**config.mk**
```make
export PLATFORM = sky130hd
export DESIGN_NAME = cksa_mul
export DESIGN_NICKNAME = d
export VERILOG_FILES = /design/src/design/cksa_mul.sv
export SDC_FILE = /design/constraint.sdc
export NUM_CORES = 2
export LEC_CHECK = 0
export BUFFER_PORTS_ARGS = -buffer_cell sky130_fd_sc_hd__buf_2
export CELL_PAD_IN_SITES_DETAIL_PLACEMENT = 0
export CELL_PAD_IN_SITES_GLOBAL_PLACEMENT = 2
export CORE_MARGIN = 3
export CORE_UTILIZATION = 39
export CTS_CLUSTER_DIAMETER = 120
export DETAILED_ROUTE_END_ITERATION = 12
export GPL_TIMING_DRIVEN = 0
export PLACE_DENSITY = 0.86
export SYNTH_ARGS = -nofsm -noshare
export SYNTH_HDL_FRONTEND = slang
export SYNTH_SLANG_ARGS = --single-unit
export TNS_END_PERCENT = 10
```
**constraint.sdc**
```tcl
create_clock -name i_clk -period 6.6 [get_ports i_clk]
set_clock_uncertainty 0.1 [all_clocks]
set_input_delay 0.66 -clock i_clk [delete_from_list [all_inputs] [get_ports i_clk]]
set_output_delay 0.66 -clock i_clk [all_outputs]
set_load 0.1 [all_outputs]
```
**src/design/cksa_mul.sv**
```systemverilog
module cksa_mul #(
    parameter int DATA_WIDTH = 32
) (
    input  logic                   i_clk,
    input  logic                   i_en,
    input  logic                   i_neg,
    input  logic [DATA_WIDTH-1:0]  i_ma,
    input  logic [DATA_WIDTH-1:0]  i_mb,
    output logic [DATA_WIDTH-1:0]  o_mag,
    output logic                   o_err
);
    localparam int W  = DATA_WIDTH;
    localparam int H  = (W + 1) / 2;
    localparam int PW = 4 * H;

    logic [H-1:0]    a_lo;
    logic [H-1:0]    a_hi;
    logic [H-1:0]    b_lo;
    logic [H-1:0]    b_hi;
    logic [2*H-1:0]  r_pp0;
    logic [2*H-1:0]  r_pp1;
    logic [2*H-1:0]  r_pp2;
    logic [2*H-1:0]  r_pp3;
    logic            r_neg1;
    logic [PW-1:0]   n_prod;
    logic [PW-1:0]   r_prod;
    logic            r_neg2;
    logic [W-1:0]    lim;
    logic            n_err;
    logic [W-1:0]    r_mag;
    logic            r_err;

    // Split magnitudes into half words
    always_comb begin
        a_lo = i_ma[H-1:0];
        a_hi = H'(i_ma[W-1:H]);
        b_lo = i_mb[H-1:0];
        b_hi = H'(i_mb[W-1:H]);
    end

    // Stage one: four half-width partial products
    always_ff @(posedge i_clk) begin
        if (i_en) begin
            r_pp0  <= a_lo * b_lo;
            r_pp1  <= a_lo * b_hi;
            r_pp2  <= a_hi * b_lo;
            r_pp3  <= a_hi * b_hi;
            r_neg1 <= i_neg;
        end
    end

    // Stage two: align and sum the partial products
    always_comb begin
        n_prod = PW'(r_pp0)
               + ((PW'(r_pp1) + PW'(r_pp2)) << H)
               + (PW'(r_pp3) << (2 * H));
    end

    always_ff @(posedge i_clk) begin
        if (i_en) begin
            r_prod <= n_prod;
            r_neg2 <= r_neg1;
        end
    end

    // Stage three: range check against the signed limit of the result sign
    always_comb begin
        lim   = r_neg2 ? {1'b1, {(W-1){1'b0}}} : {1'b0, {(W-1){1'b1}}};
        n_err = (|r_prod[PW-1:W]) || (r_prod[W-1:0] > lim);
    end

    always_ff @(posedge i_clk) begin
        if (i_en) begin
            r_mag <= r_prod[W-1:0];
            r_err <= n_err;
        end
    end

    assign o_mag = r_mag;
    assign o_err = r_err;

endmodule

```
==> metrics.md <==
| Metric | Value |
|---|---|
| Most used cell, CP | fa_1 |
| Final hold viol count | 0 |
| Peak Freq | about 150 MHz |
| Vias in the first global route | approximately 35000 |
| Via Count | 33470 |
| Reg2Reg Launch Point | r_pp1[0] |
| Crit path max fanout | 10 |
| FF-to-FF setup slack | 520 ps |
| Most common cell after layout, fill and taps aside | inv_1 |
| Clk pin slew, worst setup/hold paths | 60 ps |
| FF-to-FF End | r_prod[62] |
| Final period util | 99.28% |
| Largest net degree at the start of global routing | 96 |
| GRT overflow | 0 |
| M1 WL | a little over 60000 um |
| Uppermost routed layer | met5 |
| Met3 wire length | 14540 um |
| Worst Setup Start Kind | input port |
| Num CTS Buffers | 29 |
| Initial antenna violation count | 26 |
| # fillers | 11210 |
| Setup crit end | r_pp1[30] |
| Wire per inst | 23.08 um |
| Unique masters post-synth | 74 |
| Final HPWL DP | 121300 um |
| Clock root buffer | clkbuf_16 |
| Final antenna-violating net count | 0 |
| Most frequent cells in the layout | inv_1 (932), fa_1 (775), nand2_1 (637) |
| RD Place Congestion | 0.9854 |
| Htree depth | 1 |
| Crit. Startpoint | i_ma[2] |
| Warnings from Yosys | 0 |
| WL final | 148600 um |
| Slew HR | 22.61% |
| Layout cells sized above 1 | 9.117% |
| Core Box Area | between 100000 and 150000 um2 |
| Final setup viols | 0 |
| Avg Inst Size Synth | 9.473 um2 |
| Die Wd | 344.9 um |
| Area Overhead vs Synth | 11.61% |
| Yosys reg bits | 227 |
| Via density | 5.198 |
| Ys flop type | edfxtp_1 |
| Post-route DRC | 0 |
| Post-synth ARST share | 0% |
| Max Cap Viol | 0 |
| Status | completed |
| I/O pin count | 100 |
| CTS tree | done |
| Number of flops mapped to enable cells by yosys | 227 |
| Min-Delay Path Class | input port to flip-flop |
| CP Data Arrival Time | 6740 ps |
| Die area | 118900 um2 |
| Sequential area share after synthesis | between 15 and 20% |
| CTS Buffer Depth | 3 |
| RSZ-0062 raised after global routing | true |
| CP Class | input port to flip-flop |
| Initial core utilization | between 30% and 40% |
| Worst R2R Path Depth | 21 |
| Tmin final | 6552 ps |
| Setup crit end kind | flip-flop |
| Synthesized instance count | 4728 |
| Die height | 344.9 um |
| # hold bufs at CTS | 0 |
| Post-Syn Area | 44790 um2 |
| Clk sinks | roughly 230 |
| Synth Net Count | 6086 |
| Crit-path cells | clkbuf_4, buf_6, nand2_1, fa_1, fa_1, inv_2, fa_1, fa_1, fa_1, inv_2, fa_1, inv_2, ha_4, a21o_1, a21o_1, a21o_1, a211oi_2, o31ai_4, a221o_2, a221oi_4, nor4bb_1, or3_4 |
| Cell at the slowest stage of the critical path | fa_1 |
| Worst-skew pair later-pin latency | 580 ps |
| Slew @ Worst Pin | ~1200 ps |
| Pre-antenna DRT Iters | 5 |
| # rows | approximately 120 |
| First-pass GRT wire length | 222100 um |
| Met2 WL | 65770 um |
| IO Port Bufs | between 90 and 100 |
| Initial DRC Count | 2583 |
| Max Slew Vio Count | 0 |
| Hold_ws | roughly 180 ps |
| Gr usage total | 25.51% |
| Final nets | between 6000 and 7000 |
| Crit path required time | 6790 ps |
| Max incr delay on CP | around 530 ps |
metal layers:
metal	vias to the layer above	GRT usage (%)
met3	260	5.576
met1	16810	34.70
met2	1325	40.02
li1	15080	-
met5	-	0
met4	4	9.292
worst min path at each step:
| stage | from | slack, ps | cells after the start | endpoint |
|---|---|---|---|---|
| after floorplan | r_neg1 | 300 | 0 | r_neg2 |
| after global placement | r_pp0[5] | 300 | 0 | r_prod[5] |
| after detailed placement | r_pp0[12] | 300 | 0 | r_prod[12] |
| after CTS | i_neg | 130 | 1 | r_neg1 |
| after global routing | i_neg | 150 | 1 | r_neg1 |
| final | i_neg | 180 | 1 | r_neg1 |
cells by family (layout without fill, tap and decap cells):
family	Yosys count	count (layout)	synth area share (%)
adder cells (fa/ha/maj)	1291	1291	49.11
flip-flops	227	227	15.22
other	0	14	0
AO/OA/AOI/OAI	499	499	7.292
AND/OR/NAND/NOR	1366	1366	15.01
XOR/XNOR	186	186	3.637
multiplexers	1	1	0.02235
buffers and inverters	1158	1355	9.708
flip-flops by register name, indices dropped and copies added, names as in the netlist, 32 cells and up:
name	cells
o_mag	32
r_pp0	32
r_pp1	32
r_pp2	32
r_pp3	32
r_prod	64
cells in the mapped netlist (6+ instances only):
| library cell | n | area (um2) |
|---|---|---|
| a211oi_1 | 18 | 135.1 |
| a21o_1 | 101 | 758.2 |
| a21oi_1 | 164 | 820.8 |
| a31oi_1 | 20 | 125.1 |
| and2_1 | 477 | 2984 |
| and3_1 | 13 | 81.33 |
| clkbuf_1 | 217 | 814.5 |
| edfxtp_1 | 227 | 6817 |
| fa_1 | 778 | 15570 |
| ha_1 | 513 | 6419 |
| inv_1 | 938 | 3521 |
| nand2_1 | 637 | 2391 |
| nand2b_1 | 16 | 100.1 |
| nand3_1 | 45 | 225.2 |
| nand4_1 | 27 | 168.9 |
| nor2_1 | 81 | 304.0 |
| nor2b_1 | 18 | 112.6 |
| nor3_1 | 14 | 70.07 |
| nor4_1 | 12 | 75.07 |
| o2111ai_1 | 6 | 52.55 |
| o21a_1 | 20 | 150.1 |
| o21ai_0 | 41 | 205.2 |
| o21ai_1 | 30 | 150.1 |
| o21bai_1 | 38 | 285.3 |
| o31ai_1 | 6 | 45.04 |
| or3_1 | 7 | 43.79 |
| xnor2_1 | 127 | 1112 |
| xor2_1 | 59 | 516.8 |
what timing repair did:
item,4_1_cts,5_1_grt
cloned,0,1
buffers inserted,2,43
setup endpoints to repair,50,37
pin swaps,7,27
resized for setup,254,388
metrics by stage:
stage	cell area (um2)	worst slack (ps)	utilization (%)	setup TNS, ps	instances
after floorplan	44820	1.247	-	0	4728
after global placement	47200	-1844	41.67	-61960	6327
after detailed placement	47260	-1835	41.73	-62480	6329
after CTS	48850	0.6422	43.13	0	6384
after global routing	49960	-149.7	44.11	-751.8	6427
final	49990	47.64	44.13	0	6439
area by class of cell:
| type | count | area [um2] | share of cell area [%] |
|---|---|---|---|
| antenna | 14 | 35.03 | 0.07008 |
| buffer | 216 | 1765 | 3.532 |
| clock buffer | 33 | 740.7 | 1.482 |
| clock inverter | 20 | 192.7 | 0.3855 |
| inverter | 939 | 3525 | 7.051 |
| multi-input combinational | 3343 | 34000 | 68.02 |
| sequential | 227 | 6817 | 13.64 |
| tap | 1500 | 1877 | 3.755 |
| timing repair buffer | 147 | 1032 | 2.065 |
critical path, delay by kind of cell:
family / cells / cell delay, ps
AND/OR/NAND/NOR: 3 / 610
buffers and inverters: 5 / 540
AO/OA/AOI/OAI: 7 / 1660
adder cells (fa/ha/maj): 7 / 3260
Power is not shown: default switching activity piles up to over one toggle a cycle in this logic, so the estimate is an artifact.
