### config.mk
export PLATFORM = sky130hd
export DESIGN_NAME = cksa_div_step
export DESIGN_NICKNAME = d
export VERILOG_FILES = /design/src/design/cksa_pkg.sv /design/src/design/cksa_div_step.sv
export SDC_FILE = /design/constraint.sdc
export NUM_CORES = 1
export LEC_CHECK = 0
export BUFFER_PORTS_ARGS = -buffer_cell sky130_fd_sc_hd__buf_2
export CORE_MARGIN = 2
export CORE_UTILIZATION = 44
export DETAILED_ROUTE_END_ITERATION = 16
export GPL_TIMING_DRIVEN = 1
export PLACE_DENSITY = 0.77
export SYNTH_ARGS = -nofsm -noshare
export SYNTH_HDL_FRONTEND = slang
export SYNTH_SLANG_ARGS = --single-unit
### constraint.sdc
create_clock -name i_clk -period 2.85 [get_ports i_clk]
set_input_delay 0.1425 -clock i_clk [delete_from_list [all_inputs] [get_ports i_clk]]
set_output_delay 0.1425 -clock i_clk [all_outputs]
set_load 0.02 [all_outputs]
### src/design/cksa_pkg.sv
package cksa_pkg;

    // Operation codes carried on the request channel
    typedef enum logic [1:0] {
        OP_ADD = 2'd0,
        OP_SUB = 2'd1,
        OP_MUL = 2'd2,
        OP_DIV = 2'd3
    } t_op;

    // Control that travels with each transaction down the pipeline
    typedef struct packed {
        logic valid;
        t_op  op;
        logic neg;   // sign of the result magnitude (multiply, divide)
        logic err;   // overflow or divide by zero already known
    } t_ctrl;

    // Register stages from the front stage to the multiplier result
    localparam int MUL_DEPTH = 3;

endpackage

### src/design/cksa_div_step.sv
module cksa_div_step #(
    parameter int DATA_WIDTH = 32
) (
    input  logic                   i_clk,
    input  logic                   i_rst_n,
    input  logic                   i_en,
    input  cksa_pkg::t_ctrl        i_ctrl,
    input  logic [DATA_WIDTH-1:0]  i_val,
    input  logic [DATA_WIDTH-1:0]  i_rem,
    input  logic [DATA_WIDTH-1:0]  i_quo,
    input  logic [DATA_WIDTH-1:0]  i_dvs,
    output cksa_pkg::t_ctrl        o_ctrl,
    output logic [DATA_WIDTH-1:0]  o_val,
    output logic [DATA_WIDTH-1:0]  o_rem,
    output logic [DATA_WIDTH-1:0]  o_quo,
    output logic [DATA_WIDTH-1:0]  o_dvs
);
    import cksa_pkg::*;

    localparam int W = DATA_WIDTH;

    logic [W:0]    rem_sh;
    logic [W:0]    diff;
    logic          qbit;
    logic [W-1:0]  n_rem;
    t_ctrl         r_ctrl;
    logic [W-1:0]  r_val;
    logic [W-1:0]  r_rem;
    logic [W-1:0]  r_quo;
    logic [W-1:0]  r_dvs;

    // Restoring step: bring in the next dividend bit and try the subtract
    always_comb begin
        rem_sh = {i_rem, i_quo[W-1]};
        diff   = rem_sh - {1'b0, i_dvs};
        qbit   = ~diff[W];
        n_rem  = qbit ? diff[W-1:0] : rem_sh[W-1:0];
    end

    always_ff @(posedge i_clk) begin
        if (!i_rst_n) begin
            r_ctrl <= '0;
        end else if (i_en) begin
            r_ctrl <= i_ctrl;
        end
    end

    // Advance remainder, shift quotient bit in behind the dividend
    always_ff @(posedge i_clk) begin
        if (i_en) begin
            r_val <= i_val;
            r_rem <= n_rem;
            r_quo <= {i_quo[W-2:0], qbit};
            r_dvs <= i_dvs;
        end
    end

    assign o_ctrl = r_ctrl;
    assign o_val  = r_val;
    assign o_rem  = r_rem;
    assign o_quo  = r_quo;
    assign o_dvs  = r_dvs;

endmodule

==> impl_metrics.ini, run 1 <==
[outcome]
status = complete, no violations

[drt]
avgViaCountPerCell = 5.11
routed_wl_um = 20200
drc = 0
wire_per_inst_um = 18.3
firstDrtPassIters = 5
dr_total_vias = 5657
ant_nets = 0
drt_iter0_drc = 426

[yosys]
synth_fp_nets = 660
syn_inst = 491
synthesis.area_mm2 = 0.00658
ys.flop_type = edfxtp_1
yosysUniqueCellTypes = 54
synth-edff-count = 128
synth_async_sr_flop_share_pct = 0
synth_seq_cells = 133
ys_warn_count = 0
synth_area_per_cell_um2 = 13.4
ys_seq_area_share_pct = 59.9

[worst_setup_path]
r2r_setup_slack_ns = 1.58
worstPathArrival_ns = 2.98
cp.required_ns = 3.02
cp_max_fo = 5
worstRegToRegCells = 3
endpoint_kind = register
path_class = primary input to register
startpoint_type = primary input

[timing]
finalSetupViolCount = 0
fin_crit_ns = 2.80
slew_headroom_pct = 63.7
drv_slew = 0
finalHoldViolCount = 0
fin_ws_ns = 0.0462
clock_skew_ns = 0
hold_ws_ns = 0.0407
period_share_pct = 98.4
max_freq_mhz = 357
worst_pin_slew_ns = 0.545

[power_and_ir_drop]
power.density_mw_per_mm2 = 607
vdd_drop_max_uv = 403
p_leak_nw = 4.62

[grt]
overflow = 0
grt_antenna_before_repair = 4
grt_max_degree = 57
grt_pass1_vias = 5698
grt_util_met3_pct = 7.55
use_met2_pct = 42.8
grt.met1_usage_pct = 28.6
grt_use_total_pct = 24.8
grt_pass1_wl_um = 30200
busiest_layer = met2

[cells_and_area]
final_nets = 1076
drive_gt1_share_pct = 42.1
area_delta_synth_final_pct = 54.3
utilization_pct = 69.6

[clock_tree]
cts_root_buf = clkbuf_16
clock_latency_ns = 0.42
numCtsBuffers = 17
cts_sinks = 133
cts_buffer_depth = 2
htreeDepth = 4
cts_tree = yes
clk_pin_slew_ns = 0.06

[placement]
place_congestion = 0.889
io_buffers = 268
dpl.hpwl_um = 13200
dp_worst_setup_slack_ns = -0.203

[floorplan]
dieArea_mm2 = 0.0159
die_y_um = 126
io_pins = 269
core.rowCount = 44
die_w_um = 126
floorplan.initialDensity_pct = 45.1
coreArea_mm2 = 0.0146

[job]
drv_cap = 0

[worst_hold_path]
hold_class = primary input to register
min_path_cells = 2
[power breakdown]
| part | switching (mW) | internal (mW) | leakage [nW] |
|---|---|---|---|
| Combinational | 0.817 | 0.713 | 3.04 |
| Clock | 0.961 | 1.24 | 0.289 |
| Sequential | 0.0537 | 2.37 | 1.29 |
| Total | 1.83 | 4.33 | 4.62 |
[critical path, cell delays in order]
cell and delay [ns]:
dlygate4sd3_1 0.57, buf_2 0.15, inv_1 0.09, ha_4 0.22, and3_1 0.15, a221o_1 0.33
o31a_4 0.38, mux2i_4 0.20, nor2_4 0.25, clkbuf_16 0.22, mux2_4 0.29
[cell families after synthesis]
| family | count (synthesis) | synth area share, % |
|---|---|---|
| DFF | 133 | 59.9 |
| adders and majority gates | 33 | 6.39 |
| muxes | 37 | 7.83 |
| AOI/OAI and AO/OA | 110 | 11.0 |
| buffers and inverters | 50 | 3.75 |
| and+or+nand+nor | 105 | 8.02 |
| xor gates and xnor gates | 23 | 3.06 |
[per-layer routing]
metal	part of all wire (%)	routed length (µm)
met1	38	7710
met2	51	10200
met3	8.2	1670
met4	3.0	611
met5	0	0
[what timing repair did]
| item | in CTS | in global routing |
|---|---|---|
| hold endpoints to repair | 100 | 0 |
| buffers inserted | 0 | 2 |
| endpoints found under the setup margin | 0 | 26 |
| resized for setup | 0 | 24 |
| hold buffers | 105 | 0 |
[metrics by stage]
step | instances | TNS (ns) | cell area, µm² | power, mW
final | 1108 | 0 | 10200 | 6.16
after global routing | 1108 | -0.0336 | 10200 | 6.39
after CTS | 1103 | 0 | 9980 | 6.09
after floorplan | 491 | 0 | 6580 | 3.31
after global placement | 966 | -3.91 | 8340 | 3.77
after detailed placement | 966 | -5.05 | 8340 | 3.80
[cell type report]
type | count | area [µm²]
tap | 184 | 230
inverter | 36 | 138
clock inverter | 15 | 165
multi-input combinational | 308 | 2490
clock buffer | 17 | 425
fill | 1000 | 4440
antenna | 4 | 10.0
sequential | 133 | 3940
timing repair buffer | 411 | 2750
[layout by cell type, fill, tap and decap left out, types with 2 or more instances in the layout]
| cell type | Yosys | final |
|---|---|---|
| diode_2 | 0 | 4 |
| a21o_1 | 18 | 18 |
| nand3_1 | 10 | 10 |
| nor2_1 | 21 | 21 |
| nor2b_1 | 9 | 9 |
| a211oi_1 | 4 | 4 |
| o31ai_1 | 3 | 3 |
| nand2_1 | 33 | 33 |
| a21oi_2 | 2 | 4 |
| nand3b_1 | 3 | 3 |
| clkinv_4 | 0 | 3 |
| o21ai_0 | 17 | 17 |
| dfxtp_1 | 5 | 5 |
| a21bo_2 | 2 | 2 |
| buf_2 | 2 | 265 |
| a21oi_1 | 35 | 33 |
| ha_1 | 32 | 26 |
| nor3_1 | 4 | 4 |
| clkbuf_16 | 0 | 18 |
| xnor2_1 | 11 | 11 |
| buf_12 | 3 | 3 |
| mux2i_1 | 8 | 8 |
| xor2_1 | 12 | 12 |
| buf_4 | 0 | 35 |
| edfxtp_1 | 128 | 128 |
| o211ai_1 | 6 | 6 |
| o21a_1 | 4 | 4 |
| o21bai_1 | 8 | 8 |
| dlygate4sd3_1 | 0 | 105 |
| inv_8 | 0 | 4 |
| nand2b_1 | 5 | 5 |
| ha_4 | 0 | 6 |
| nand4_1 | 8 | 8 |
| inv_6 | 0 | 4 |
| and3_1 | 3 | 3 |
| mux2_4 | 26 | 27 |
| inv_1 | 36 | 34 |
[Yosys cell counts (3+ instances only)]
| cell | number | area share [%] |
|---|---|---|
| edfxtp_1 | 128 | 58 |
| inv_1 | 36 | 2.1 |
| a21oi_1 | 35 | 2.7 |
| nand2_1 | 33 | 1.9 |
| ha_1 | 32 | 6.1 |
| mux2_4 | 26 | 5.9 |
| nor2_1 | 21 | 1.2 |
| a21o_1 | 18 | 2.1 |
| o21ai_0 | 17 | 1.3 |
| xor2_1 | 12 | 1.6 |
| xnor2_1 | 11 | 1.5 |
| nand3_1 | 10 | 0.76 |
| nor2b_1 | 9 | 0.86 |
| clkbuf_1 | 8 | 0.46 |
| mux2i_1 | 8 | 1.2 |
| nand4_1 | 8 | 0.76 |
| o21bai_1 | 8 | 0.91 |
| o211ai_1 | 6 | 0.68 |
| dfxtp_1 | 5 | 1.5 |
| nand2b_1 | 5 | 0.48 |
| a211oi_1 | 4 | 0.46 |
| nor3_1 | 4 | 0.30 |
| o21a_1 | 4 | 0.46 |
| and3_1 | 3 | 0.29 |
| buf_12 | 3 | 0.91 |
| nand3b_1 | 3 | 0.34 |
| o31ai_1 | 3 | 0.34 |
[sequential cells by signal (all words and copies together) (netlist names)]
signal and count:
o_val 32, o_ctrl 5, o_dvs 32, o_rem 32
o_quo 32
[final timing paths]
check | start | to
setup / recovery | i_dvs[19] | o_rem[7]
hold / removal | i_rem[5] | o_rem[6]
setup reg to reg | o_ctrl[3] | o_ctrl[3]
hold reg to reg | o_ctrl[2] | o_ctrl[2]
Note: power is estimated with default switching activity, not from simulation.
==> inputs of run 2 (changes only) <==
- CORE_MARGIN: 2 -> 1.5
==> impl_metrics.ini, run 2 (synthesis results as in run 1) <==
[power_and_ir_drop]
vdd_drop_max_uv = 438
finalPower_mw = 6.20
power.density_mw_per_mm2 = 613
p_leak_nw = 4.62

[clock_tree]
clk_pin_slew_ns = 0.06
htreeDepth = 4
cts_sinks = 133
clock_latency_ns = 0.40
numCtsBuffers = 17
cts_tree = yes
cts_root_buf = clkbuf_16
cts_buffer_depth = 2

[floorplan]
coreArea_mm2 = 0.0146
die_y_um = 125
core.rowCount = 44
floorplan.initialDensity_pct = 45.1
dieArea_mm2 = 0.0157
io_pins = 269
die_w_um = 125

[timing]
fin_ws_ns = 0.0737
fin_crit_ns = 2.78
rsz0062_at_grt = yes
period_share_pct = 97.4
finalSetupViolCount = 0
slew_headroom_pct = 56.4
hold_ws_ns = 0.0316
worst_pin_slew_ns = 0.653
clock_skew_ns = 0
drv_slew = 0
finalHoldViolCount = 0
setup_tns_ns = 0
max_freq_mhz = 360

[placement]
dpl.hpwl_um = 13000
placed_area_mm2 = 0.00839
place_congestion = 0.894
io_buffers = 268
placedCellCount = 968
dp_worst_setup_slack_ns = -0.107

[grt]
overflow = 0
grt_use_total_pct = 25.1
grt_pass1_wl_um = 30500
grt_max_degree = 71
grt_antenna_before_repair = 2
grt_pass1_vias = 5652

[worst_setup_path]
worstPathArrival_ns = 2.93
cp_common_cell = buf_12
slowest_delay_ns = 0.53
slowest_stage = dlygate4sd3_1
critical_path.cell_chain = dlygate4sd3_1 -> buf_2 -> inv_1 -> ha_1 -> buf_4 -> nand2_1 -> nor2_2 -> nand3_1 -> a21oi_2 -> o31a_4 -> mux2i_4 -> nor2_4 -> buf_12 -> buf_12 -> mux2_2
cp_top_family = buffers and inverters
path_class = primary input to register
cp.required_ns = 3.00
endpoint_kind = register
cp_max_fo = 9
startpoint_type = primary input
cp_num_buf_inv = 6

[drt]
dr_total_vias = 5600
drt_iter0_drc = 413
routed_wl_um = 19900
wire_per_inst_um = 18.0
firstDrtPassIters = 5
ant_nets = 0
avgViaCountPerCell = 5.07
drc = 0

[cells_and_area]
instances_no_fill = 1105
final_cell_area_mm2 = 0.0101
final_cell_mix = 267 x buf_2, 128 x edfxtp_1, 100 x dlygate4sd3_1
final_nets = 1075
drive_gt1_share_pct = 42.0
fillers = 1024
utilization_pct = 69.3
area_delta_synth_final_pct = 53.6
layout.cells.most_common = buf_2

[worst_hold_path]
hold_class = primary input to register

[job]
drv_cap = 0

[outcome]
status = complete, no violations
run 2: cell types whose count changed in the layout (fill, tap and decap cells not counted), moves of 2 or more:
cell	before	now
buf_2	265	267
inv_1	34	36
ha_1	26	31
diode_2	4	2
dlygate4sd3_1	105	100
buf_12	3	5
ha_4	6	1
run 2: area by class of cell:
type / count / area (µm²) / share of cell area (%)
clock inverters: 14 / 166 / 1.65
inverters: 36 / 135 / 1.34
multi-input cells: 308 / 2430 / 24.0
repair buffers: 410 / 2760 / 27.3
diodes: 2 / 5.00 / 0.0495
well taps: 184 / 230 / 2.28
flip-flops and latches: 133 / 3940 / 39.0
clock buffers: 18 / 439 / 4.35
run 2: metal layers:
metal  share of wire, %  vias to the layer above  routed length (µm)  global-route usage (%)
met1                 39                     2641                7770                    29.7
met5                  0                        -                   0                       0
li1                   -                     2670                   -                       -
met2                 51                      251               10200                    44.1
met4                3.5                        0                 703                    9.56
met3                6.3                       38                1250                    6.25
run 2: power breakdown:
group          switching (mW)  leakage, nW  internal [mW]
Sequential             0.0522         1.29           2.37
Combinational           0.819         3.04          0.716
Clock                   0.896        0.293           1.34
run 2: final timing paths:
| path | startpoint | to | slack, ns | cells after the start |
|---|---|---|---|---|
| min | i_rst_n | o_ctrl[2] | 0.03 | 2 |
| min reg2reg | o_ctrl[2] | o_ctrl[2] | 0.55 | 2 |
| max reg2reg | o_ctrl[1] | o_ctrl[1] | 1.67 | 3 |
| max | i_dvs[14] | o_rem[2] | 0.07 | 15 |
run 2: what timing repair did:
action                                  CTS  global route
setup buffers                             0             1
endpoints found under the hold margin    98             0
hold buffers                            100             0
endpoints found under the setup margin    0            28
gates resized for setup                   0             8
==> inputs of run 3 (changes only) <==
- CORE_MARGIN: 1.5 -> default
==> impl_metrics.ini, run 3 (synthesis results as in run 1) <==
[outcome]
status = complete, no violations

[drt]
drt_iter0_drc = 395
wire_per_inst_um = 18.3
routed_wl_um = 20200
avgViaCountPerCell = 5.14
dr_total_vias = 5679
drc = 0
ant_nets = 0
firstDrtPassIters = 6

[timing]
fin_ws_ns = 0.0543
max_freq_mhz = 358
drv_slew = 0
rsz0062_at_grt = no
finalHoldViolCount = 0
worst_pin_slew_ns = 0.544
setup_tns_ns = 0
fin_crit_ns = 2.80
period_share_pct = 98.1
clock_skew_ns = 0
slew_headroom_pct = 63.4
finalSetupViolCount = 0

[clock_tree]
htreeDepth = 4
cts_tree = yes
cts_buffer_depth = 2
numCtsBuffers = 17
clk_pin_slew_ns = 0.06
cts_sinks = 133
clock_latency_ns = 0.42
cts_root_buf = clkbuf_16

[floorplan]
floorplan.initialDensity_pct = 45.1
dieArea_mm2 = 0.0154
die_y_um = 124
coreArea_mm2 = 0.0146
core.rowCount = 44
die_w_um = 124
io_pins = 269

[power_and_ir_drop]
vdd_drop_max_uv = 372
p_leak_nw = 4.62
power.density_mw_per_mm2 = 610
finalPower_mw = 6.17

[grt]
grt_pass1_wl_um = 30600
grt_pass1_vias = 5630
overflow = 0
grt_use_total_pct = 26.2
grt_max_degree = 72
grt_antenna_before_repair = 4

[cells_and_area]
fillers = 1026
drive_gt1_share_pct = 42.4
area_delta_synth_final_pct = 53.6
layout.cells.most_common = buf_2
final_nets = 1074
utilization_pct = 69.3
instances_no_fill = 1105
final_cell_mix = 266 x buf_2, 128 x edfxtp_1, 98 x dlygate4sd3_1

[placement]
dp_worst_setup_slack_ns = -0.177
place_congestion = 0.867
dpl.hpwl_um = 13000
placedCellCount = 968
io_buffers = 268

[worst_setup_path]
rr_startpoint = o_ctrl[3]
r2r-end = o_ctrl[3]
worstPathArrival_ns = 2.98
worstRegToRegCells = 3
r2r_setup_slack_ns = 1.69
path_class = primary input to register
endpoint_kind = register
cp_max_fo = 7
startpoint_type = primary input
cp.required_ns = 3.03

[worst_hold_path]
min_path_cells = 3
min_to = o_ctrl[4]
holdCritStartpoint = i_ctrl[4]
hold_class = primary input to register

[job]
drv_cap = 0
-- run 3: how the worst max path moves through the flow --
stage                end  cells after the start      start
6_report       o_rem[31]                     13  i_dvs[13]
5_1_grt         o_rem[2]                     13  i_dvs[13]
4_1_cts        o_rem[31]                     12  i_dvs[13]
3_5_place_dp   o_rem[31]                     13  i_quo[31]
3_3_place_gp   o_rem[31]                     13  i_quo[31]
2_1_floorplan  o_rem[10]                     12  i_quo[31]
-- run 3: critical path, cell delays in order --
cell,delay (ns)
dlygate4sd3_1,0.56
buf_2,0.15
inv_2,0.06
ha_4,0.19
a21oi_2,0.15
o211ai_1,0.12
a221o_1,0.37
o31a_4,0.31
mux2i_4,0.20
nor2_4,0.11
buf_12,0.14
buf_12,0.14
mux2_2,0.32
-- run 3: metal layers --
metal | up-vias | global-route usage (%) | share of wire [%]
met5 | - | 0 | 0.074
met4 | 2 | 13.5 | 4.1
met3 | 59 | 6.96 | 6.8
met2 | 276 | 46.7 | 51
met1 | 2674 | 28.3 | 38
li1 | 2668 | - | -
-- run 3: stage by stage --
step / hold WS [ns] / instance area (µm²)
final: 0.0119 / 10100
after detailed placement: 0.321 / 8390
after CTS: 0.00732 / 9970
after floorplan: 0.241 / 6580
after global routing: 0.0230 / 10100
after global placement: 0.319 / 8390
-- run 3: final cells by class --
class	count	area [µm²]	area share [%]
sequential	133	3940	39.0
timing repair buffer	409	2760	27.3
antenna	3	7.51	0.0743
inverter	36	135	1.34
tap	184	230	2.28
clock inverter	15	160	1.58
clock buffer	17	425	4.21
multi-input combinational	308	2450	24.2
-- run 3: report_power, final --
| part | switching (mW) | internal [mW] |
|---|---|---|
| registers | 0.0532 | 2.37 |
| logic | 0.823 | 0.719 |
| clock network | 0.960 | 1.24 |
-- run 3: what timing repair did --
| item | in CTS | in global routing |
|---|---|---|
| setup buffers | 0 | 2 |
| hold endpoints to repair | 99 | 0 |
| hold buffers | 99 | 0 |
| setup endpoints to repair | 0 | 28 |
| resized for setup | 0 | 12 |
