$ cat config.mk
export PLATFORM = sky130hd
export DESIGN_NAME = cksa_front
export DESIGN_NICKNAME = d
export VERILOG_FILES = /design/src/design/cksa_pkg.sv /design/src/design/cksa_front.sv
export SDC_FILE = /design/constraint.sdc
export NUM_CORES = 1
export LEC_CHECK = 0
export CORE_UTILIZATION = 55
export DETAILED_ROUTE_END_ITERATION = 10
export DONT_BUFFER_PORTS = 1
export GPL_ROUTABILITY_DRIVEN = 1
export PLACE_DENSITY_LB_ADDON = 0.1
export SLEW_MARGIN = 20
export SYNTH_ARGS = -nofsm -noshare
export SYNTH_HDL_FRONTEND = slang
export SYNTH_SLANG_ARGS = --single-unit
$ cat constraint.sdc
create_clock -name i_clk -period 8.5 [get_ports i_clk]
set_input_delay 2.55 -clock i_clk [delete_from_list [all_inputs] [get_ports i_clk]]
set_output_delay 2.55 -clock i_clk [all_outputs]
set_load 0.1 [all_outputs]
$ cat src/design/cksa_pkg.sv
package cksa_pkg;

    // Operation codes carried on the request channel
    typedef enum logic [1:0] {
        OP_ADD = 2'd0,
        OP_SUB = 2'd1,
        OP_MUL = 2'd2,
        OP_DIV = 2'd3
    } t_op;

    // Control that travels with each transaction down the pipeline
    typedef struct packed {
        logic valid;
        t_op  op;
        logic neg;   // sign of the result magnitude (multiply, divide)
        logic err;   // overflow or divide by zero already known
    } t_ctrl;

    // Register stages from the front stage to the multiplier result
    localparam int MUL_DEPTH = 3;

endpackage

$ cat src/design/cksa_front.sv
module cksa_front #(
    parameter int DATA_WIDTH = 32
) (
    input  logic                   i_clk,
    input  logic                   i_rst_n,
    input  logic                   i_en,
    input  logic                   i_valid,
    input  cksa_pkg::t_op          i_op,
    input  logic [DATA_WIDTH-1:0]  i_a,
    input  logic [DATA_WIDTH-1:0]  i_b,
    output cksa_pkg::t_ctrl        o_ctrl,
    output logic [DATA_WIDTH-1:0]  o_val,
    output logic [DATA_WIDTH-1:0]  o_ma,
    output logic [DATA_WIDTH-1:0]  o_mb
);
    import cksa_pkg::*;

    localparam int W = DATA_WIDTH;

    logic           na;
    logic           nb;
    logic [W-1:0]   ma;
    logic [W-1:0]   mb;
    logic [W:0]     sa;
    logic [W:0]     sb;
    logic [W:0]     sum;
    logic           sum_ov;
    t_ctrl          n_ctrl;
    logic [W-1:0]   n_val;
    t_ctrl          r_ctrl;
    logic [W-1:0]   r_val;
    logic [W-1:0]   r_ma;
    logic [W-1:0]   r_mb;

    // Split operands into sign and magnitude
    always_comb begin
        na = i_a[W-1];
        nb = i_b[W-1];
        ma = na ? (~i_a + W'(1)) : i_a;
        mb = nb ? (~i_b + W'(1)) : i_b;
    end

    // Exact add or subtract one bit wider; overflow when the top two bits differ
    always_comb begin
        sa     = {i_a[W-1], i_a};
        sb     = {i_b[W-1], i_b};
        sum    = (i_op == OP_SUB) ? (sa - sb) : (sa + sb);
        sum_ov = sum[W] ^ sum[W-1];
    end

    // Build the control word for the transaction
    always_comb begin
        n_ctrl.valid = i_valid;
        n_ctrl.op    = i_op;
        n_ctrl.neg   = na ^ nb;
        n_ctrl.err   = 1'b0;
        n_val        = '0;
        case (i_op)
            OP_ADD, OP_SUB: begin
                n_ctrl.err = sum_ov;
                n_val      = sum[W-1:0];
            end
            OP_DIV: begin
                n_ctrl.err = (i_b == '0);
            end
            default: begin
                n_ctrl.err = 1'b0;
            end
        endcase
    end

    // Control register
    always_ff @(posedge i_clk) begin
        if (!i_rst_n) begin
            r_ctrl <= '0;
        end else if (i_en) begin
            r_ctrl <= n_ctrl;
        end
    end

    // Payload registers
    always_ff @(posedge i_clk) begin
        if (i_en) begin
            r_val <= n_val;
            r_ma  <= ma;
            r_mb  <= mb;
        end
    end

    assign o_ctrl = r_ctrl;
    assign o_val  = r_val;
    assign o_ma   = r_ma;
    assign o_mb   = r_mb;

endmodule

==> summary.md, run 1 <==
| Metric | Value |
|---|---|
| DP Wirelength | 11400 µm |
| Worst-Margin Slew | 0.996 ns |
| CTS sink cnt | 101 |
| Pins Over Slew Limit | 0 |
| Syn_nets | 752 |
| DRT iter0 DRCs | 376 |
| Area share of xor/xnor cells in the synthesized design | 15.2% |
| Clock skew | 0 ns |
| Cell taking the most area after synthesis | edfxtp_1 |
| # DRC | 14 |
| Root Buffer | clkbuf_16 |
| Detailed-route via count | 4759 |
| Clock transition at the registers of the reported paths | 0.07 ns |
| Die footprint | 12500 µm² |
| Avg Inst Size Synth | 10.2 µm² |
| Post-DP Area | 6740 µm² |
| Initial Util | 57.3% |
| Compound-cell area share of the yosys netlist | 13.8% |
| Asr flop ratio synth | 0% |
| I/O Pins | 171 |
| Seq cells post-synth | 101 |
| Clock buffer depth | 2 |
| Post-synthesis adder-cell area fraction | 6.72% |
| Seq/Total Area, Yosys | 45.0% |
| Status | finished, violations left |
| Warning count from the yosys run | 0 |
| Most numerous cell in the Yosys netlist | edfxtp_1 |
| CP Data Required Time | 8.61 ns |
| Total power | 0.00178 W |
| RSZ-0062 raised after global routing | false |
| Leak | 2.65 nW |
| Syn-to-layout area delta | 6.52% |
| Total CTS buffers | 9 |
| Maximum fanout along the worst path | 6 |
| Wirelength, routed | 15100 µm |
| Post-CTS Resized | 0 |
| H-Tree Level Count | 3 |
| Hold Crit Class | register to register |
| Layout cells sized above 1 | 5.27% |
| Multi-input combinational cell area | 3520 µm² |
| Core ar. | 11600 µm² |
| Tcrit/Tclk final | 83.8% |
| Wire per inst | 19.2 µm |
| Initial antenna violation count | 0 |
| Worst slew margin | 33.5% |
| Post-CTS Setup Inserts | 0 |
| Fin Setup TNS | 0 ns |
| Nets | 745 |
| First-pass GRT wire length | 23800 µm |
| Top cells by area, synth | edfxtp_1 44%, xnor2_1 10%, ha_1 6.4% |
| Number of enable flip-flop cells after synthesis | 96 |
| Largest family of logic cells by synthesized area | simple AND/OR/NAND/NOR gates |
| I/O Buffers | 0 |
| R2r worst-path depth | 3 |
| F_max | 0.140 GHz |
| Multiplexer share of the synthesized area | 0.812% |
| Predominant post-synthesis flop cell | edfxtp_1 |
| Fill count | 987 |
| Peak supply drop | 0.115 mV |
| Min Clock Period, post-route | 7.12 ns |
| WS Path Type | input pin to register |
| Largest net degree at the start of global routing | 104 |
| Synth top cells by count | 96 x edfxtp_1, 79 x xnor2_1, 57 x nand2_1 |
| Worst skew pair latency | 0.35 ns |
| Hold depth | 2 |
| Antenna Cells | 0 |
| Nature of the critical path endpoint | register |
| CTS tree | built |
| CTS Hold Buffers Added | 0 |
| Inst Count DP | 772 |
| Setup-failing EPs final | 0 |
| Simple-gate share of the synthesized area | 16.6% |
| Vias in the first global route | 4573 |
| Critical Path AT | 7.23 ns |
| Pwr dens | 252 nW/µm² |
| Row count | 39 |
| Design area | 7060 µm² |
| Die W | 112 µm |
| GP Congestion | 0.933 |
| Post-synth top area share | 43.5% |
| Post-Synthesis Cell Area | 6630 µm² |
| DR vias/cell | 6.04 |
| Max-cap viol count | 0 |
| DRT Pass-1 Iters | 10 |
| Reg area | 2980 µm² |
| Grt total ovfl | 0 |
| Synth Instances | 647 |
| Final hold vios | 0 |
| Final core utilization | 61.0% |
| Yosys cell types | 56 |
| Fin cells | 788 |
| Startpoint types | input pin |
| All-Layer GR Usage | 24.8% |
| Failing checks | DRC |
| Post-route ant nets | 0 |
| Die H | 112 µm |
==> critical path, stage by stage <==
cell and delay (ns):
inv_1 0.09, ha_1 0.21, or4b_4 0.50, or4_4 0.54
or3_2 0.48, nand2_1 0.10, xor2_1 0.08, ha_1 0.38
nand3_1 0.12, nor3_1 0.20, o21ai_0 0.16, and3_1 0.20
nor3_1 0.46, a2111oi_0 0.19, or3_1 0.44, o31ai_1 0.30
xnor2_1 0.15, nor2_1 0.05
==> sequential cells by signal, summed over array words and instances, names as in the netlist <==
name    cells
o_val      32
o_ctrl      5
o_ma       32
o_mb       32
==> cells in the final DEF, fill, tap and decap left out, types with 13 or more instances in the layout <==
| cell type | count |
|---|---|
| a21o_1 | 14 |
| a21oi_1 | 36 |
| o21ai_0 | 40 |
| edfxtp_1 | 96 |
| nand2_1 | 57 |
| xor2_1 | 36 |
| nor2_1 | 56 |
| ha_1 | 34 |
| or3_1 | 18 |
| nand2b_1 | 13 |
| xnor2_1 | 79 |
==> layout make-up <==
class	instances	area share (%)
Clock inverter	7	1.26
Tap cell	143	2.54
Inverter	12	0.638
Timing Repair Buffer	2	0.213
Sequential cell	101	42.3
Multi-Input combinational cell	514	49.9
Clock buffer	9	3.19
==> per-layer routing <==
layer	wire length [µm]	global-route usage [%]
met1	6850	33.0
met2	6660	38.6
met3	1420	7.24
met4	206	8.56
met5	0	0
==> logic make-up after synthesis <==
kind of cell	after synthesis
muxes	5
xor gates and xnor gates	115
and+or+nand+nor	214
DFF	101
buffers and inverters	32
adders and majority gates	35
AOI/OAI and AO/OA	145
==> power by group <==
part | switching [W] | internal [W]
sequential | 0.000437 | 0.000623
clock | 0.000176 | 0.000256
combinational | 0.000154 | 0.000129
==> per-stage QoR <==
stage	hold slack (ns)	worst slack, ns
CTS	1.02	1.38
global placement	0.997	1.16
global route	1.05	1.07
detailed placement	1.00	1.00
finish	1.01	1.38
floorplan	0.981	1.51
==> worst paths after layout <==
kind,to,slack (ns),startpoint
worst max-delay path,o_val[30],1.38,i_b[1]
worst max register to register,o_ctrl[0],6.64,o_ctrl[0]
worst min-delay path,o_ctrl[3],1.01,o_ctrl[3]
worst min register to register,o_ctrl[3],1.01,o_ctrl[3]
(Power assumes the default switching activity.)
==> run 2, diff against run 1 <==
- clock period: 8.5 -> 7 ns (I/O delays scaled with it)
==> summary.md, run 2 (same netlist as run 1, synthesis figures left out) <==
| Metric | Value |
|---|---|
| Worst slew margin | 33.5% (+0.051 points) |
| F_max | 0.154 GHz |
| Hold depth | 2 (unchanged) |
| Die W | 112 µm (unchanged) |
| Setup WS post-layout | 0.517 ns (-0.863 ns) |
| FF-to-FF Start | o_ctrl[0] |
| First-pass GRT wire length | 23900 µm (+0.61%) |
| Most common cell after layout, fill and taps aside | edfxtp_1 |
| Tcrit/Tclk final | 92.6% |
| DRT Pass-1 Iters | 8 (-2) |
| Detailed-route via count | 4818 (+1.2%) |
| Total power | 0.00219 W (+23%) |
| Clock skew | 0 ns (unchanged) |
| Root Buffer | clkbuf_16 |
| Total CTS buffers | 9 (unchanged) |
| Max-cap viol count | 0 (unchanged) |
| Post-CTS Setup Inserts | 0 (unchanged) |
| Row count | 39 (unchanged) |
| Share of power burned in registers | 58.9% (-0.8 points) |
| Worst-Margin Slew | 0.995 ns (-0.000767 ns) |
| Leak | 2.67 nW (+0.77%) |
| Maximum fanout along the worst path | 6 (unchanged) |
| Failing checks | DRC |
| Layout cells sized above 1 | 5.41% (+0.14 points) |
| CTS tree | built |
| Vias in the first global route | 4573 (unchanged) |
| Most frequent cells in the layout | 96 x edfxtp_1, 79 x xnor2_1, 57 x nand2_1 |
| Nature of the critical path endpoint | register |
| Pre-CTS WS | 0.200 ns (-0.800 ns) |
| Clock transition at the registers of the reported paths | 0.06 ns (about the same) |
| Sw power | 0.000922 W (+20%) |
| Critical Path AT | 6.58 ns (-0.65 ns) |
| Pwr dens | 308 nW/µm² (+23%) |
| DP Wirelength | 11500 µm (+1.0%) |
| Die footprint | 12500 µm² (unchanged) |
| Core ar. | 11600 µm² (unchanged) |
| All-Layer GR Usage | 25.0% (+0.21 points) |
| Syn-to-layout area delta | 7.01% |
| Met3 WL | 1340 µm (-5.6%) |
| Wirelength, routed | 15200 µm (+0.55%) |
| Routed wl met2 | 6830 µm (+2.6%) |
| Largest net degree at the start of global routing | 104 (unchanged) |
| I/O Pins | 171 (unchanged) |
| Peak supply drop | 0.157 mV (+37%) |
| Antenna Cells | 0 (unchanged) |
| Hold_ws | 1.02 ns (+0.00768 ns) |
| Initial Util | 57.3% (unchanged) |
| R2r worst-path depth | 3 (unchanged) |
| Startpoint types | input pin |
| P_int | 0.00126 W (+25%) |
| Die H | 112 µm (unchanged) |
| Wire per inst | 19.3 µm (+0.30%) |
| WS Path Type | input pin to register |
| Final hold vios | 0 (unchanged) |
| WL met1 | 6820 µm (-0.47%) |
| CTS sink cnt | 101 (unchanged) |
| Gate power share | 15.8% (-0.2 points) |
| Nets | 747 (+0.27%) |
| Post-CTS Resized | 0 (unchanged) |
| Top sig layer | met4 |
| Post-route ant nets | 0 (unchanged) |
| Hold Crit Class | register to register |
| Initial antenna violation count | 0 (unchanged) |
| Hold wc startpoint | o_ctrl[2] |
| Net Sw Frac | 42.2% (-0.99 points) |
| CP startpoint | i_b[1] |
| Min Clock Period, post-route | 6.48 ns |
| Fill count | 954 (-3.3%) |
| I/O Buffers | 0 (unchanged) |
| Setup-failing EPs final | 0 (unchanged) |
| Multi-input combinational cell area | 3520 µm² (unchanged) |
| DR vias/cell | 6.10 (+0.98%) |
| # DRC | 15 (+1) |
| Clock buffer depth | 2 (unchanged) |
| CTS Hold Buffers Added | 0 (unchanged) |
| H-Tree Level Count | 3 (unchanged) |
| Reg area | 2980 µm² (unchanged) |
| Status | finished, violations left |
| GP Congestion | 0.897 (-3.8%) |
| CP Data Required Time | 7.10 ns (-1.51 ns) |
| Worst skew pair latency | 0.34 ns (about the same) |
| Fin Setup TNS | 0 ns (unchanged) |
| Final core utilization | 61.3% (+0.28 points) |
| Clock network power share | 25.3% (+1.0 points) |
| Grt total ovfl | 0 (unchanged) |
| RSZ-0062 raised after global routing | false |
| DRT iter0 DRCs | 330 (-12%) |
| Pins Over Slew Limit | 0 (unchanged) |
-- run 2: worst max-delay path, stage by stage --
cell and delay, ns:
inv_1 0.09, ha_1 0.20, or4b_4 0.50, or4_4 0.54
or3_2 0.48, nand2_1 0.11, xor2_1 0.08, ha_1 0.39
nand3_1 0.12, nor3_1 0.21, o21ai_0 0.16, and3_1 0.19
nor3_1 0.30, a2111oi_0 0.15, or3_1 0.44, o31ai_1 0.31
xnor2_1 0.15, nor2_1 0.05
-- run 2: stage by stage --
stage               instance area (µm²)  instances
CTS                                7090        790
global route                       7090        790
finish                             7090        790
floorplan                          6630        647
global placement                   6760        774
detailed placement                 6760        774
-- run 2: routing by layer --
| layer | GRT usage (%) | up-vias |
|---|---|---|
| met3 | 7.40 | 13 |
| met4 | 9.37 | 0 |
| met2 | 38.1 | 186 |
| li1 | - | 2345 |
| met1 | 33.6 | 2274 |
| met5 | 0 | - |
-- run 2: layout make-up --
| type | count | share of cell area (%) |
|---|---|---|
| flip-flops and latches | 101 | 42.1 |
| well taps | 143 | 2.52 |
| clock buffers | 11 | 3.28 |
| multi-input cells | 514 | 49.7 |
| repair buffers | 4 | 0.424 |
| inverters | 12 | 0.635 |
| clock inverters | 5 | 1.39 |
-- run 2: final timing paths --
kind | to | slack [ns]
max | o_val[30] | 0.52
min | o_ctrl[2] | 1.02
max reg2reg | o_ctrl[0] | 5.18
min reg2reg | o_ctrl[2] | 1.02
-- run 2: power groups by stage --
stage / registers [W] / clock network (W) / logic (W)
floorplan: 0.00129 / 0 / 0.000287
global placement: 0.00130 / 0 / 0.000338
detailed placement: 0.00130 / 0 / 0.000343
finish: 0.00129 / 0.000554 / 0.000345
global route: 0.00129 / 0.000585 / 0.000385
CTS: 0.00129 / 0.000565 / 0.000344
==> run 3, diff against run 2 <==
- ABC_AREA: unset -> 1
==> summary.md, run 3 <==
| Metric | Value |
|---|---|
| Status | completed |
| CTS Hold Buffers Added | 0 (unchanged) |
| Yosys cell types | 46 (-18%) |
| Clock skew | 0 ns (unchanged) |
| Worst slew margin | 33.7% (+0.13 points) |
| Synth top cells by count | 237 x nand2_1, 96 x edfxtp_1, 95 x inv_1 |
| Post-CTS Setup Inserts | 0 (unchanged) |
| Post-synthesis adder-cell area fraction | 6.25% (-0.47 points) |
| H-Tree Level Count | 3 (unchanged) |
| I/O Buffers | 0 (unchanged) |
| Vias in the first global route | 5606 (+23%) |
| Avg Inst Size Synth | 7.82 µm² (-24%) |
| Area share of xor/xnor cells in the synthesized design | 6.62% (-8.6 points) |
| # DRC | 0 (-15) |
| Syn_nets | 1016 (+35%) |
| Fin Setup TNS | 0 ns (unchanged) |
| Pins Over Slew Limit | 0 (unchanged) |
| Critical Path AT | 5.31 ns (-1.27 ns) |
| Synth Instances | 911 (+41%) |
| Post-synth top area share | 40.4% (-3.1 points) |
| Most numerous cell in the Yosys netlist | nand2_1 |
| Die H | 116 µm (+3.7%) |
| Total power | 0.00213 W (-2.6%) |
| First-pass GRT wire length | 28600 µm (+20%) |
| DRT iter0 DRCs | 582 (+76%) |
| Number of enable flip-flop cells after synthesis | 96 (unchanged) |
| CP Data Required Time | 7.11 ns (about the same) |
| Die footprint | 13400 µm² (+7.4%) |
| Min Clock Period, post-route | 5.20 ns (-1.28 ns) |
| DRT Pass-1 Iters | 5 (-3) |
| Simple-gate share of the synthesized area | 25.2% (+8.6 points) |
| CTS tree | built |
| Detailed-route via count | 6165 (+28%) |
| Hold Crit Class | register to register |
| Post-CTS Resized | 0 (unchanged) |
| WS Path Type | input pin to register |
| Root Buffer | clkbuf_16 |
| RSZ-0062 raised after global routing | false |
| F_max | 0.192 GHz (+25%) |
| Cell taking the most area after synthesis | edfxtp_1 |
| Largest net degree at the start of global routing | 104 (unchanged) |
| Nets | 1011 (+35%) |
| Grt total ovfl | 0 (unchanged) |
| Peak supply drop | 0.151 mV (-3.5%) |
| Die W | 116 µm (+3.7%) |
| Setup-failing EPs final | 0 (unchanged) |
| Most common cell after layout, fill and taps aside | nand2_1 |
| Final hold vios | 0 (unchanged) |
| CTS sink cnt | 101 (unchanged) |
| Leak | 3.23 nW (+21%) |
| Wirelength, routed | 18700 µm (+23%) |
| Seq cells post-synth | 101 (unchanged) |
| Startpoint types | input pin |
| Worst-Margin Slew | 0.994 ns (-0.00189 ns) |
| Core ar. | 12600 µm² (+9.1%) |
| Nature of the critical path endpoint | register |
| Asr flop ratio synth | 0% (unchanged) |
| Largest family of logic cells by synthesized area | simple AND/OR/NAND/NOR gates |
| Initial Util | 56.5% (-0.81 points) |
| Total CTS buffers | 9 (unchanged) |
| Compound-cell area share of the yosys netlist | 13.7% (-0.097 points) |
| All-Layer GR Usage | 28.4% (+3.4 points) |
| Reg2reg setup slack | 5.64 ns (+0.46 ns) |
| Maximum fanout along the worst path | 32 (+26) |
| Clock transition at the registers of the reported paths | 0.07 ns (about the same) |
| DR vias/cell | 5.69 (-6.7%) |
| I/O Pins | 171 (unchanged) |
| Top cells by area, synth | edfxtp_1 40%, nand2_1 12%, o21ai_0 6.2% |
| Predominant post-synthesis flop cell | edfxtp_1 |
| Initial antenna violation count | 0 (unchanged) |
| Antenna Cells | 0 (unchanged) |
| Fill count | 1112 (+17%) |
| Pwr dens | 279 nW/µm² (-9.6%) |
| Worst skew pair latency | 0.34 ns (about the same) |
| Layout cells sized above 1 | 5.49% (+0.079 points) |
| DP Wirelength | 14600 µm (+26%) |
| Post-route ant nets | 0 (unchanged) |
| Warning count from the yosys run | 0 (unchanged) |
| Clock buffer depth | 2 (unchanged) |
| Most frequent cells in the layout | 237 x nand2_1, 96 x edfxtp_1, 95 x inv_1 |
| Max-cap viol count | 0 (unchanged) |
| GP Congestion | 0.938 (+4.7%) |
| Post-Synthesis Cell Area | 7130 µm² (+7.6%) |
| Syn-to-layout area delta | 7.13% |
| Seq/Total Area, Yosys | 41.9% (-3.2 points) |
| Wire per inst | 17.3 µm (-10%) |
| Row count | 41 (+5.1%) |
| Tcrit/Tclk final | 74.3% (-18 points) |
| Multiplexer share of the synthesized area | 0% (-0.81 points) |
[run 3: worst paths after layout]
kind | start | endpoint | cells after the start
setup / recovery | i_op[1] | o_val[30] | 18
hold / removal | o_ctrl[0] | o_ctrl[0] | 2
setup reg to reg | o_ctrl[2] | o_ctrl[2] | 2
hold reg to reg | o_ctrl[0] | o_ctrl[0] | 2
[run 3: area by class of cell]
class                      count  area [µm²]  area share [%]
multi-input combinational    690        3690            48.4
sequential                   101        2980            39.1
inverter                     101         379            4.97
clock buffer                  12         246            3.23
tap                          172         215            2.82
clock inverter                 4        95.1            1.25
timing repair buffer           3        22.5           0.295
[run 3: per-stage QoR]
stage / area, µm² / hold WS, ns / cells / setup WS [ns] / utilization [%]
6_report: 7630 / 0.961 / 1083 / 1.80 / 60.5
5_1_grt: 7630 / 0.972 / 1083 / 1.39 / 60.5
4_1_cts: 7630 / 0.950 / 1083 / 1.81 / 60.5
3_5_place_dp: 7290 / 0.941 / 1067 / 1.46 / 57.8
3_3_place_gp: 7290 / 0.925 / 1067 / 1.58 / 57.8
2_1_floorplan: 7130 / 0.898 / 911 / 2.10 / -
[run 3: logic make-up after synthesis]
| kind of cell | Yosys count |
|---|---|
| AOI/OAI and AO/OA | 183 |
| xor gates and xnor gates | 53 |
| adders and majority gates | 35 |
| buffers and inverters | 120 |
| DFF | 101 |
| and+or+nand+nor | 419 |
[run 3: routing by layer]
layer	up-vias	GRT usage [%]	share of wire, %
met5	-	0	0
met4	0	9.15	2.0
met3	29	7.53	9.2
met2	283	43.7	44
met1	2803	38.9	45
li1	3050	-	-
[run 3: worst max-delay path, stage by stage]
cell and delay (ns):
inv_1 0.02, buf_4 0.22, nand2_1 0.55, inv_1 0.26, o21ai_0 0.41, fa_1 0.27
nand2_1 0.08, nand2_1 0.11, and2_1 0.15, inv_2 0.05, o21bai_1 0.32, nand3_1 0.13
nand3_1 0.14, a21oi_1 0.12, o21ai_1 0.18, nand2_1 0.07, nand2_1 0.06, nor2_1 0.04
[run 3: power by group]
| part | internal, W | leakage (nW) | switching (W) |
|---|---|---|---|
| sequential | 0.000745 | 0.975 | 0.000476 |
| clock | 0.000359 | 0.167 | 0.000220 |
| combinational | 0.000113 | 2.09 | 0.000216 |
| total | 0.00122 | 3.23 | 0.000913 |
